**src/hdl/amrf_pkg.sv**
```systemverilog
// Shared types, sizes and codes of the associative-memory road finder.
package amrf_pkg;

    localparam int NUM_PATTERNS    = 64;
    localparam int NUM_LAYERS      = 8;
    localparam int NUM_SUPERSTRIPS = 1024;

    localparam int PAT_W    = 6;    // pattern number field
    localparam int LAY_W    = 3;    // layer field
    localparam int SS_W     = 11;   // superstrip field as it arrives
    localparam int SSI_W    = 10;   // stored superstrip
    localparam int CNT_W    = 4;    // matched-layer count
    localparam int TOT_W    = 7;    // road and kept totals, 0..64
    localparam int CFG_W    = 7;    // configuration write data
    localparam int HP_BIT_W = 5;    // bit select inside one hit-map row
    localparam int HP_ROW_W = LAY_W + SSI_W - HP_BIT_W;
    localparam int HP_WIDTH = 32;
    localparam int HP_ROWS  = 256;

    typedef enum logic [1:0] {
        ACT_LOAD  = 2'd0,
        ACT_HIT   = 2'd1,
        ACT_END   = 2'd2,
        ACT_CLEAR = 2'd3
    } action_t;

    typedef enum logic [1:0] {
        ST_LOAD_OK  = 2'd0,
        ST_LOAD_REJ = 2'd1,
        ST_ROAD     = 2'd2,
        ST_NO_ROADS = 2'd3
    } status_t;

    typedef enum logic [1:0] {
        CFG_MAX_MISS = 2'd0,
        CFG_GHOST    = 2'd1,
        CFG_PIU      = 2'd2,
        CFG_UNUSED   = 2'd3
    } cfg_index_t;

    typedef enum logic [4:0] {
        S_IDLE, S_DISP, S_LOAD, S_HIT_RD, S_HIT_WR, S_SCAN, S_CLEAR,
        S_RO_RL, S_RO_MB, S_RO_CHK, S_RO_CROW, S_RO_HRD, S_RO_HCAP,
        S_RO_KL, S_RO_KB, S_RO_KC, S_EM_RD, S_EM_OUT, S_EM_NONE
    } state_t;

    typedef logic [NUM_LAYERS-1:0][SSI_W-1:0] ss_row_t;

    typedef struct packed {
        logic [CNT_W-1:0] max_miss;
        logic             ghost;
        logic [CFG_W-1:0] piu;
    } cfg_t;

    typedef struct packed {
        logic    cap;
        logic    prep;
        logic    bank_wr;
        logic    hp_rd_hit;
        logic    hp_wr_hit;
        logic    scan_step;
        logic    ev_clear;
        logic    rl_rd;
        logic    mb_rd_cand;
        logic    cand_rd;
        logic    cand_cap;
        logic    hl_rd;
        logic    hl_cap;
        logic    kl_rd_j;
        logic    kb_rd;
        logic    j_next;
        logic    append;
        logic    adv_i;
        logic    kl_rd_k;
        logic    k_next;
        logic    emit;
        logic    emit_last;
        status_t emit_status;
    } cmd_t;

    typedef struct packed {
        action_t act;
        logic    load_bad;
        logic    scan_done;
        logic    rt_zero;
        logic    cnt_match;
        logic    nk_zero;
        logic    i_last;
        logic    c_last;
        logic    l_last;
        logic    j_last;
        logic    k_last;
        logic    ghost_hit;
        logic    ghost_on;
    } stat_t;

endpackage

```
**src/hdl/amrf_ctrl.sv**
```systemverilog
// Controller state machine of the road finder.
module amrf_ctrl (
    input  logic            clk,
    input  logic            rst_n,
    input  logic            in_valid,
    input  logic            emit_ok,
    input  amrf_pkg::stat_t stat,
    output logic            in_ready,
    output amrf_pkg::cmd_t  cmd
);

    amrf_pkg::state_t state_reg;
    amrf_pkg::state_t state_next;
    amrf_pkg::state_t after_adv;

    always_ff @(posedge clk or negedge rst_n)
    begin
        if (!rst_n)
            state_reg <= amrf_pkg::S_IDLE;
        else
            state_reg <= state_next;
    end

    // Where a readout goes once the current candidate is settled.
    assign after_adv = (stat.i_last && stat.c_last) ? amrf_pkg::S_EM_RD : amrf_pkg::S_RO_RL;

    always_comb
    begin
        state_next = state_reg;
        unique case (state_reg)
            amrf_pkg::S_IDLE:
                if (in_valid)
                    state_next = amrf_pkg::S_DISP;
            amrf_pkg::S_DISP:
                unique case (stat.act)
                    amrf_pkg::ACT_LOAD:  state_next = amrf_pkg::S_LOAD;
                    amrf_pkg::ACT_HIT:   state_next = amrf_pkg::S_HIT_RD;
                    amrf_pkg::ACT_END:   state_next = stat.rt_zero ? amrf_pkg::S_EM_RD
                                                                   : amrf_pkg::S_RO_RL;
                    amrf_pkg::ACT_CLEAR: state_next = amrf_pkg::S_CLEAR;
                endcase
            amrf_pkg::S_LOAD:
                if (emit_ok)
                    state_next = amrf_pkg::S_IDLE;
            amrf_pkg::S_HIT_RD:  state_next = amrf_pkg::S_HIT_WR;
            amrf_pkg::S_HIT_WR:  state_next = amrf_pkg::S_SCAN;
            amrf_pkg::S_SCAN:
                if (stat.scan_done)
                    state_next = amrf_pkg::S_IDLE;
            amrf_pkg::S_CLEAR:   state_next = amrf_pkg::S_IDLE;
            amrf_pkg::S_RO_RL:   state_next = amrf_pkg::S_RO_MB;
            amrf_pkg::S_RO_MB:   state_next = amrf_pkg::S_RO_CHK;
            amrf_pkg::S_RO_CHK:
                priority if (!stat.cnt_match || !stat.ghost_on || stat.nk_zero)
                    state_next = after_adv;
                else
                    state_next = amrf_pkg::S_RO_CROW;
            amrf_pkg::S_RO_CROW: state_next = amrf_pkg::S_RO_HRD;
            amrf_pkg::S_RO_HRD:  state_next = amrf_pkg::S_RO_HCAP;
            amrf_pkg::S_RO_HCAP: state_next = stat.l_last ? amrf_pkg::S_RO_KL
                                                          : amrf_pkg::S_RO_HRD;
            amrf_pkg::S_RO_KL:   state_next = amrf_pkg::S_RO_KB;
            amrf_pkg::S_RO_KB:   state_next = amrf_pkg::S_RO_KC;
            amrf_pkg::S_RO_KC:
                priority if (stat.ghost_hit || stat.j_last)
                    state_next = after_adv;
                else
                    state_next = amrf_pkg::S_RO_KL;
            amrf_pkg::S_EM_RD:   state_next = stat.nk_zero ? amrf_pkg::S_EM_NONE
                                                           : amrf_pkg::S_EM_OUT;
            amrf_pkg::S_EM_OUT:
                if (emit_ok)
                    state_next = stat.k_last ? amrf_pkg::S_IDLE : amrf_pkg::S_EM_RD;
            amrf_pkg::S_EM_NONE:
                if (emit_ok)
                    state_next = amrf_pkg::S_IDLE;
            default:             state_next = amrf_pkg::S_IDLE;
        endcase
    end

    always_comb
    begin
        cmd             = '0;
        cmd.emit_status = amrf_pkg::ST_LOAD_OK;
        in_ready        = 1'b0;
        unique case (state_reg)
            amrf_pkg::S_IDLE:
            begin
                in_ready = 1'b1;
                cmd.cap  = in_valid;
            end
            amrf_pkg::S_DISP:    cmd.prep = 1'b1;
            amrf_pkg::S_LOAD:
                if (emit_ok)
                begin
                    cmd.bank_wr     = 1'b1;
                    cmd.emit        = 1'b1;
                    cmd.emit_last   = 1'b1;
                    cmd.emit_status = stat.load_bad ? amrf_pkg::ST_LOAD_REJ
                                                    : amrf_pkg::ST_LOAD_OK;
                end
            amrf_pkg::S_HIT_RD:  cmd.hp_rd_hit = 1'b1;
            amrf_pkg::S_HIT_WR:  cmd.hp_wr_hit = 1'b1;
            amrf_pkg::S_SCAN:    cmd.scan_step = !stat.scan_done;
            amrf_pkg::S_CLEAR:   cmd.ev_clear  = 1'b1;
            amrf_pkg::S_RO_RL:   cmd.rl_rd     = 1'b1;
            amrf_pkg::S_RO_MB:   cmd.mb_rd_cand = 1'b1;
            amrf_pkg::S_RO_CHK:
                priority if (!stat.cnt_match)
                    cmd.adv_i = 1'b1;
                else if (!stat.ghost_on || stat.nk_zero)
                begin
                    cmd.append = 1'b1;
                    cmd.adv_i  = 1'b1;
                end
                else
                    cmd.cand_rd = 1'b1;
            amrf_pkg::S_RO_CROW: cmd.cand_cap = 1'b1;
            amrf_pkg::S_RO_HRD:  cmd.hl_rd    = 1'b1;
            amrf_pkg::S_RO_HCAP: cmd.hl_cap   = 1'b1;
            amrf_pkg::S_RO_KL:   cmd.kl_rd_j  = 1'b1;
            amrf_pkg::S_RO_KB:   cmd.kb_rd    = 1'b1;
            amrf_pkg::S_RO_KC:
                priority if (stat.ghost_hit)
                    cmd.adv_i = 1'b1;
                else if (stat.j_last)
                begin
                    cmd.append = 1'b1;
                    cmd.adv_i  = 1'b1;
                end
                else
                    cmd.j_next = 1'b1;
            amrf_pkg::S_EM_RD:   cmd.kl_rd_k = !stat.nk_zero;
            amrf_pkg::S_EM_OUT:
                if (emit_ok)
                begin
                    cmd.emit        = 1'b1;
                    cmd.emit_status = amrf_pkg::ST_ROAD;
                    cmd.emit_last   = stat.k_last;
                    cmd.k_next      = 1'b1;
                    cmd.ev_clear    = stat.k_last;
                end
            amrf_pkg::S_EM_NONE:
                if (emit_ok)
                begin
                    cmd.emit        = 1'b1;
                    cmd.emit_status = amrf_pkg::ST_NO_ROADS;
                    cmd.emit_last   = 1'b1;
                    cmd.ev_clear    = 1'b1;
                end
            default:             cmd = '0;
        endcase
    end

endmodule

```
**config.mk**
```make
export PLATFORM = sky130hd
export DESIGN_NAME = amrf_ctrl
export DESIGN_NICKNAME = d
export VERILOG_FILES = /design/src/hdl/amrf_pkg.sv /design/src/hdl/amrf_ctrl.sv
export SDC_FILE = /design/constraint.sdc
export NUM_CORES = 1
export LEC_CHECK = 0
export BUFFER_PORTS_ARGS = -buffer_cell sky130_fd_sc_hd__buf_2
export CAP_MARGIN = 20
export CORE_MARGIN = 1
export CORE_UTILIZATION = 44
export DETAILED_ROUTE_END_ITERATION = 16
export PLACE_DENSITY = 0.78
export REMOVE_ABC_BUFFERS = 1
export SKIP_CTS_REPAIR_TIMING = 1
export SYNTH_ARGS = -nofsm -noshare
export SYNTH_HDL_FRONTEND = slang
export SYNTH_SLANG_ARGS = --single-unit
export TNS_END_PERCENT = 30
```
**constraint.sdc**
```tcl
create_clock -name clk -period 1.9 [get_ports clk]
set_input_delay 0.095 -clock clk [delete_from_list [all_inputs] [get_ports clk]]
set_output_delay 0.095 -clock clk [all_outputs]
set_load 0.03 [all_outputs]
```
==> flow_summary_export.csv, run 1 <==
group,metric,value,unit
outcome,run_status,"finished clean",
sta,min_period,1.89,ns
cts,cts_buffer_depth,2,
routing,ant_nets,0,
routing,drc,0,
sta,clock.fmax,530,MHz
critical_path,cp.arrival,1.79,ns
critical_path,worstPathMaxFanout,12,
placed_design,place_congestion,0.951,
cts,clkTransAtPathRegs,0.04,ns
final_layout,syn_to_final_growth,39.6,%
final_layout,n_fill_cell,167,
worst_hold_path,hold_end,"state_reg[2]",
worst_hold_path,whs_path_depth,3,
floorplan,dieArea,2020,um^2
final_layout,utilization,65.4,%
sta,hold_viol,0,
global_routing,grt_pass1_vias,895,
final_layout,most-common-layout-cells,"buf_2 (40), nor2_1 (16), buf_4 (10)",
global_routing,gr-usage-met1,32.3,%
sta,rsz0062_at_grt,"true",
global_routing,grt.busiest_layer,"met2",
sta,drv_slew,0,
critical_path,crit_required,1.80,ns
synth,ys_warn_count,0,
final_layout,antennaDiodeCount,0,
global_routing,grt.met3_usage,3.20,%
final_layout,design_area,1130,um^2
synth,seq_area_frac_synth,15.5,%
final_layout,largest_reg_flops,5,
routing,dr.first_iter.drc_count,69,
critical_path,timing.rr.end,"state_reg[0]",
pwr,irDropWorstVdd,0.764,mV
routing,routed_via_density,6.05,
cts,htree_levels,1,
critical_path,r2r_start,"state_reg[3]",
pwr,p_per_area,1280,nW/um^2
synth,syn_avg_cell_area,6.69,um^2
final_layout,num-nets-final,187,
synth,synth_seq_cells,5,
cts,cts_tree,"yes",
global_routing,grt_pass1_wl,3.79,mm
floorplan,num_rows,15,
sta,finalSetupTns,0,ns
synth,synthCells,121,
synth,ys.flop_type,"dfrtp_1",
synth,async_reset_ff_share,100,%
floorplan,die_h,44.9,um
placed_design,place_hpwl,2.06,mm
pwr,p_leak,0.568,nW
cts,cts_buffers,3,
floorplan,initial_utilization,46.9,%
critical_path,critPathKind,"flop to output port",
global_routing,gr-total-overflow,0,
sta,finalCritPeriodShare,99.3,%
critical_path,cp-end-kind,"output port",
synth,syn-cell-area,810,um^2
routing,wl_per_cell,14.3,um
sta,worstMarginPinSlew,0.549,ns
cts,clk_latency,0.24,ns
critical_path,rr_worst_depth,4,
cts,cts_root_buf,"clkbuf_4",
worst_hold_path,hold_path_startpoint,"stat[4]",
sta,setup_viol,0,
placed_design,port_buffers,42,
final_layout,drive_gt1_share,39.3,%
global_routing,met2_usage,43.8,%
synth,ys_types,43,
final_layout,final_common_cell,"buf_2",
routing,drt_wl_total,2.77,mm
worst_hold_path,hold_class,"input pin to flop",
floorplan,fp.coreArea,1730,um^2
cts,clock-sinks,5,
routing,vias,1168,
sta,finClkSkew,0.00143,ns
sta,relSlewSlack,62.4,%
routing,first_pass_iters,4,
critical_path,reg2reg_slack,0.19,ns
floorplan,die_x,44.9,um
critical_path,start_kind,"flop",
placed_design,placed_area,1070,um^2
global_routing,track_usage,25.2,%
synth,synth_edf_count,0,
floorplan,pin_count,43,
global_routing,grt_max_degree,14,
global_routing,antenna_found_initial,0,
pwr,p_total,1.44,mW
flow_run,drv_cap,0,
-- worst max-delay path by stage --
stage | start | to | slack, ns | cells past startpoint
floorplan | state_reg[2] | state_reg[0] | -0.50 | 4
CTS | state_reg[1] | cmd[7] | -0.05 | 4
global placement | state_reg[1] | cmd[7] | 0.26 | 4
global route | state_reg[1] | cmd[7] | -0.02 | 4
finish | state_reg[1] | cmd[7] | 0.01 | 4
detailed placement | state_reg[1] | cmd[7] | 0.21 | 4
-- Yosys cell counts, types with 4 or more instances --
cell | count | area [um^2]
inv_1 | 5 | 18.8
a21oi_1 | 9 | 45.0
buf_2 | 5 | 25.0
o21ai_0 | 4 | 20.0
nand2_1 | 9 | 33.8
dfrtp_1 | 5 | 125
nor3_1 | 7 | 35.0
nand3_1 | 5 | 25.0
nand2b_1 | 6 | 37.5
nor4_1 | 9 | 56.3
nor2_1 | 16 | 60.1
-- per-stage QoR --
stage | hold WS (ns) | cells | worst slack, ns
floorplan | -0.201 | 112 | -0.495
global placement | -0.0872 | 188 | 0.257
detailed placement | -0.0867 | 188 | 0.209
CTS | -0.341 | 192 | -0.0471
global route | 0.172 | 193 | -0.0215
finish | 0.136 | 193 | 0.0133
-- power by group --
| group | total, mW | internal, mW | switching (mW) |
|---|---|---|---|
| clock | 0.121 | 0.0793 | 0.0418 |
| sequential | 0.244 | 0.154 | 0.0903 |
| combinational | 1.08 | 0.412 | 0.667 |
| total | 1.44 | 0.645 | 0.799 |
-- layout make-up --
type	instances	area, um^2	area share (%)
repair buffers	52	297	26.2
clock buffers	4	26.3	2.33
inverters	5	18.8	1.66
multi-input cells	102	628	55.6
well taps	25	31.3	2.77
flip-flops and latches	5	129	11.4
-- kinds of logic (layout without fill, tap and decap cells) --
logic type,after synthesis,in the layout,share of synthesized area [%]
simple gates,74,74,51.5
compound gates,27,27,23.2
buf+inv,14,61,8.66
flops,5,5,15.5
mux,1,1,1.24
-- metal layers --
| layer | share of wire (%) | up-vias |
|---|---|---|
| met5 | 0 | - |
| met4 | 0 | 0 |
| met3 | 9.5 | 0 |
| met2 | 50 | 94 |
| met1 | 41 | 530 |
| li1 | - | 544 |
-- worst max-delay path, cell delays in order, from the launching register on --
cell and delay, ns:
dfrtp_2 0.47, or3b_4 0.47, or2_4 0.29, o32ai_1 0.12
buf_4 0.21
No activity file was read; power rests on OpenSTA's default activity.
==> inputs of run 2 (changes only) <==
Settings changed: HOLD_SLACK_MARGIN set to 0.12, SLEW_MARGIN set to 20.
Clock period 1.9 ns to 2.15 ns, I/O delays scaled along.
==> run 2 against run 1 <==
Register-to-register slack improved by 0.23 ns. Combinational power shrank 23%. Worst hold slack better by 0.029 ns. Global-route usage increased by 0.27 points. Setup slack improved by 0.13 ns. Sequential share of layout area rose by 0.62 points. First-iteration DRC count decreased by 51%. Total power fell by 17%. Critical path depth unchanged.
==> flow_summary_export.csv, run 2 (synthesis gave the netlist of run 1 again) <==
group,metric,value,unit
outcome,run_status,"finished clean",
sta,finClkSkew,0.00521,ns
routing,vias,1103,
floorplan,dieArea,2020,um^2
sta,finalWorstSetupSlack,0.148,ns
pwr,p_seq_share,21.0,%
critical_path,critPathKind,"flop to output port",
pwr,p_clk_share,9.5,%
pwr,p_total,1.20,mW
floorplan,die_x,44.9,um
routing,first_pass_iters,4,
final_layout,most-common-layout-cells,"buf_2 (42), nor2_1 (16), nand2_1 (9), nor4_1 (9), a21oi_1 (9)",
cts,clkTransAtPathRegs,0.05,ns
placed_design,port_buffers,42,
routing,drt_wl_total,2.53,mm
floorplan,fp.coreArea,1730,um^2
sta,rsz0062_at_grt,"false",
cts,cts_root_buf,"clkbuf_4",
cts,htree_levels,1,
sta,drv_slew,0,
final_layout,antennaDiodeCount,0,
sta,setup_viol,0,
sta,hold_viol,0,
worst_hold_path,hold_class,"input pin to flop",
sta,hold_slack,0.165,ns
final_layout,finalNonFillerCells,187,
cts,clk_latency,0.25,ns
floorplan,pin_count,43,
sta,finalCritPeriodShare,93.1,%
sta,worstMarginPinSlew,0.477,ns
placed_design,place_congestion,0.910,
routing,routed_via_density,5.90,
final_layout,largest_reg_flops,5,
critical_path,reg2reg_slack,0.42,ns
cts,cts_tree,"yes",
pwr,p_per_area,1130,nW/um^2
final_layout,syn_to_final_growth,31.1,%
global_routing,antenna_found_initial,0,
pwr,p_leak,0.535,nW
global_routing,grt_pass1_wl,3.86,mm
global_routing,gr-total-overflow,0,
placed_design,dp_cells,182,
cts,cts_buffers,3,
final_layout,num-nets-final,181,
sta,clock.fmax,499,MHz
pwr,p_sw,0.686,mW
global_routing,grt_max_degree,20,
floorplan,initial_utilization,46.9,%
global_routing,grt_pass1_vias,920,
final_layout,drive_gt1_share,34.6,%
sta,finalSetupTns,0,ns
routing,dr.first_iter.drc_count,34,
routing,drc,0,
final_layout,final_common_cell,"buf_2",
critical_path,start_kind,"flop",
pwr,switching_share,57.2,%
critical_path,worstPathMaxFanout,17,
cts,clock-sinks,5,
critical_path,cp-end-kind,"output port",
pwr,irDropWorstVdd,0.571,mV
placed_design,place_hpwl,1.99,mm
critical_path,cp.arrival,1.89,ns
routing,ant_nets,0,
critical_path,crit_required,2.04,ns
floorplan,num_rows,15,
pwr,intPower,0.513,mW
floorplan,die_h,44.9,um
sta,min_period,2.00,ns
cts,cts_buffer_depth,2,
flow_run,drv_cap,0,
pwr,power_frac_comb,69.6,%
placed_design,pre_cts_slack,0.252,ns
global_routing,track_usage,25.4,%
sta,relSlewSlack,67.4,%
routing,wl_per_cell,13.5,um
==> run 2: changes by cell type in the layout (fill, tap and decap cells not counted) <==
cell	delta
nand2_2	-1
dfrtp_2	-1
nand2_1	+1
buf_6	-1
nor3_1	+1
nor3_2	-1
buf_2	+2
nor4b_1	+1
nor4b_2	-1
dfrtp_1	+1
buf_4	-7
==> run 2: layout make-up <==
type,instances,area [um^2]
fill,172,666
multi-input combinational,102,614
timing repair buffer,46,243
sequential,5,128
tap,25,31.3
clock buffer,4,26.3
inverter,5,18.8
==> run 2: through the flow <==
stage	utilization (%)	area (um^2)
2_1_floorplan	-	758
3_3_place_gp	59.2	1020
3_5_place_dp	59.2	1020
4_1_cts	60.7	1050
5_1_grt	61.4	1060
6_report	61.4	1060
==> run 2: layer usage <==
metal,vias up,track usage [%],share of wire [%]
li1,531,-,-
met2,66,44.1,48
met5,-,0,0
met3,2,5.20,8.1
met4,0,2.42,0.40
met1,504,33.7,44
==> run 2: path summary, 6_finish.rpt <==
kind	from	to	cells after the start
setup / recovery	state_reg[4]	cmd[7]	4
hold / removal	stat[13]	state_reg[2]	3
setup reg to reg	state_reg[4]	state_reg[2]	4
hold reg to reg	state_reg[2]	state_reg[3]	2
max in group asynchronous	rst_n	state_reg[0]	2
min in group asynchronous	rst_n	state_reg[4]	2
==> run 2: power by group through the flow <==
stage / clock network (mW) / registers, mW / logic, mW
floorplan: 0 / 0.244 / 0.578
global placement: 0 / 0.239 / 0.821
detailed placement: 0 / 0.244 / 0.825
CTS: 0.117 / 0.244 / 0.827
global route: 0.129 / 0.262 / 0.910
finish: 0.113 / 0.251 / 0.835
==> run 2: critical path, stage by stage (launching register included) <==
cell and delay, ns:
dfrtp_1 0.50, buf_4 0.25, or3_1 0.43, o32ai_1 0.23, buf_2 0.24
==> inputs of run 3 (changes only) <==
Settings changed: CORE_MARGIN 1 to unset.
Clock period 2.15 ns to 2.2 ns, I/O delays scaled along.
==> run 3 against run 2 <==
Non-clock buffer count is 1 lower. Core utilization is 0.36 points lower. Total power is 3.3% lower. Count of clock-buffer cells in the layout stayed put. Global-route usage is 1.6 points lower.
==> flow_summary_export.csv, run 3 (synthesis gave the netlist of run 1 again) <==
group,metric,value,unit
routing,wl_per_cell,12.9,um
global_routing,gr-total-overflow,0,
sta,worstMarginPinSlew,0.493,ns
global_routing,track_usage,23.8,%
final_layout,design_area,1050,um^2
final_layout,utilization,61.1,%
pwr,power_frac_comb,68.1,%
sta,finalCritPeriodShare,93.9,%
floorplan,num_rows,15,
global_routing,grt_pass1_wl,3.56,mm
floorplan,dieArea,2020,um^2
floorplan,fp.coreArea,1730,um^2
pwr,p_clk_share,9.2,%
sta,hold_viol,0,
cts,clock-sinks,5,
placed_design,placed_area,1010,um^2
critical_path,start_kind,"flop",
floorplan,die_x,44.9,um
sta,relSlewSlack,66.3,%
critical_path,worstPathMaxFanout,12,
cts,cts_buffers,3,
critical_path,critPathKind,"flop to output port",
pwr,p_sw,0.662,mW
final_layout,drive_gt1_share,34.8,%
cts,clkTransAtPathRegs,0.04,ns
final_layout,seqCellArea,129,um^2
routing,routed_via_density,5.76,
final_layout,syn_to_final_growth,30.3,%
cts,htree_levels,1,
placed_design,pre_cts_slack,0.304,ns
cts,cts_root_buf,"clkbuf_4",
final_layout,final_common_cell,"buf_2",
routing,ant_nets,0,
critical_path,cp-startpoint,"state_reg[2]",
final_layout,finalNonFillerCells,186,
sta,rsz0062_at_grt,"false",
pwr,p_leak,0.528,nW
placed_design,place_hpwl,1.85,mm
sta,finalWorstSetupSlack,0.133,ns
flow_run,drv_cap,0,
placed_design,port_buffers,42,
final_layout,largest_reg_flops,5,
sta,setup_viol,0,
routing,vias,1072,
floorplan,die_h,44.9,um
worst_hold_path,hold_path_startpoint,"stat[13]",
final_layout,multi_input_area,614,um^2
floorplan,pin_count,43,
critical_path,r2r_start,"state_reg[4]",
cts,cts_buffer_depth,2,
pwr,p_per_area,1100,nW/um^2
sta,min_period,2.07,ns
critical_path,cp.arrival,1.96,ns
outcome,run_status,"finished clean",
pwr,p_total,1.16,mW
final_layout,n_fill_cell,178,
routing,first_pass_iters,4,
pwr,switching_share,57.1,%
global_routing,grt_pass1_vias,814,
pwr,intPower,0.498,mW
sta,hold_slack,0.161,ns
pwr,irDropWorstVdd,0.642,mV
sta,finalSetupTns,0,ns
sta,clock.fmax,484,MHz
routing,drc,0,
pwr,p_seq_share,22.7,%
critical_path,cp_cell_sequence,"nand2_1 > or3_1 > o32ai_1 > buf_2",
critical_path,slowest_delay,0.55,ns
floorplan,initial_utilization,46.9,%
global_routing,antenna_found_initial,0,
worst_hold_path,hold_class,"input pin to flop",
critical_path,cp-end-kind,"output port",
critical_path,crit_required,2.09,ns
critical_path,cpMaxStageDelayCell,"dfrtp_1",
global_routing,grt_max_degree,20,
placed_design,place_congestion,0.892,
cts,cts_tree,"yes",
placed_design,dp_cells,181,
final_layout,antennaDiodeCount,0,
sta,drv_slew,0,
sta,finClkSkew,0.00572,ns
cts,clk_latency,0.25,ns
final_layout,most-common-layout-cells,"buf_2 (42), nor2_1 (16), nand2_1 (9), nor4_1 (9), a21oi_1 (9)",
routing,drt_wl_total,2.39,mm
routing,dr.first_iter.drc_count,47,
final_layout,num-nets-final,180,
## run 3: cell types whose count changed in the layout (fill, tap and decap cells not counted)
cell and change:
buf_4 -1, dfrtp_1 -1, dfrtp_2 +1
## run 3: critical path: cells and delay by family (launching register included)
family,cells,cell delay [ns]
AOI/OAI and AO/OA,1,0.23
buffers and inverters,1,0.24
and+or+nand+nor,2,0.69
DFF,1,0.55
## run 3: path summary, 6_finish.rpt
kind | to | slack, ns | depth (start not counted)
min | state_reg[2] | 0.16 | 3
max reg2reg | state_reg[2] | 0.39 | 4
max in group asynchronous | state_reg[0] | 1.85 | 2
max | cmd[7] | 0.13 | 4
min reg2reg | state_reg[3] | 0.82 | 1
min in group asynchronous | state_reg[4] | 0.20 | 2
## run 3: power by group through the flow
stage	combinational, mW	sequential, mW	clock, mW
2_1_floorplan	0.564	0.238	0
3_3_place_gp	0.773	0.250	0
3_5_place_dp	0.779	0.253	0
4_1_cts	0.782	0.252	0.110
5_1_grt	0.863	0.274	0.119
6_report	0.789	0.264	0.107
## run 3: area by class of cell
cell class                      instances  area share [%]
Sequential cell                         5            12.2
Multi-Input combinational cell        102            58.2
Tap cell                               25            2.97
Inverter                                5            1.78
Clock buffer                            4            2.49
Timing Repair Buffer                   45            22.3
## run 3: metal layers
metal	GRT usage [%]	up-vias	part of all wire [%]	wire, um
li1	-	530	-	-
met1	32.4	487	45	1080
met2	39.4	52	48	1140
met3	6.00	3	7.1	169
met4	2.42	0	0.29	7
met5	0	-	0	0
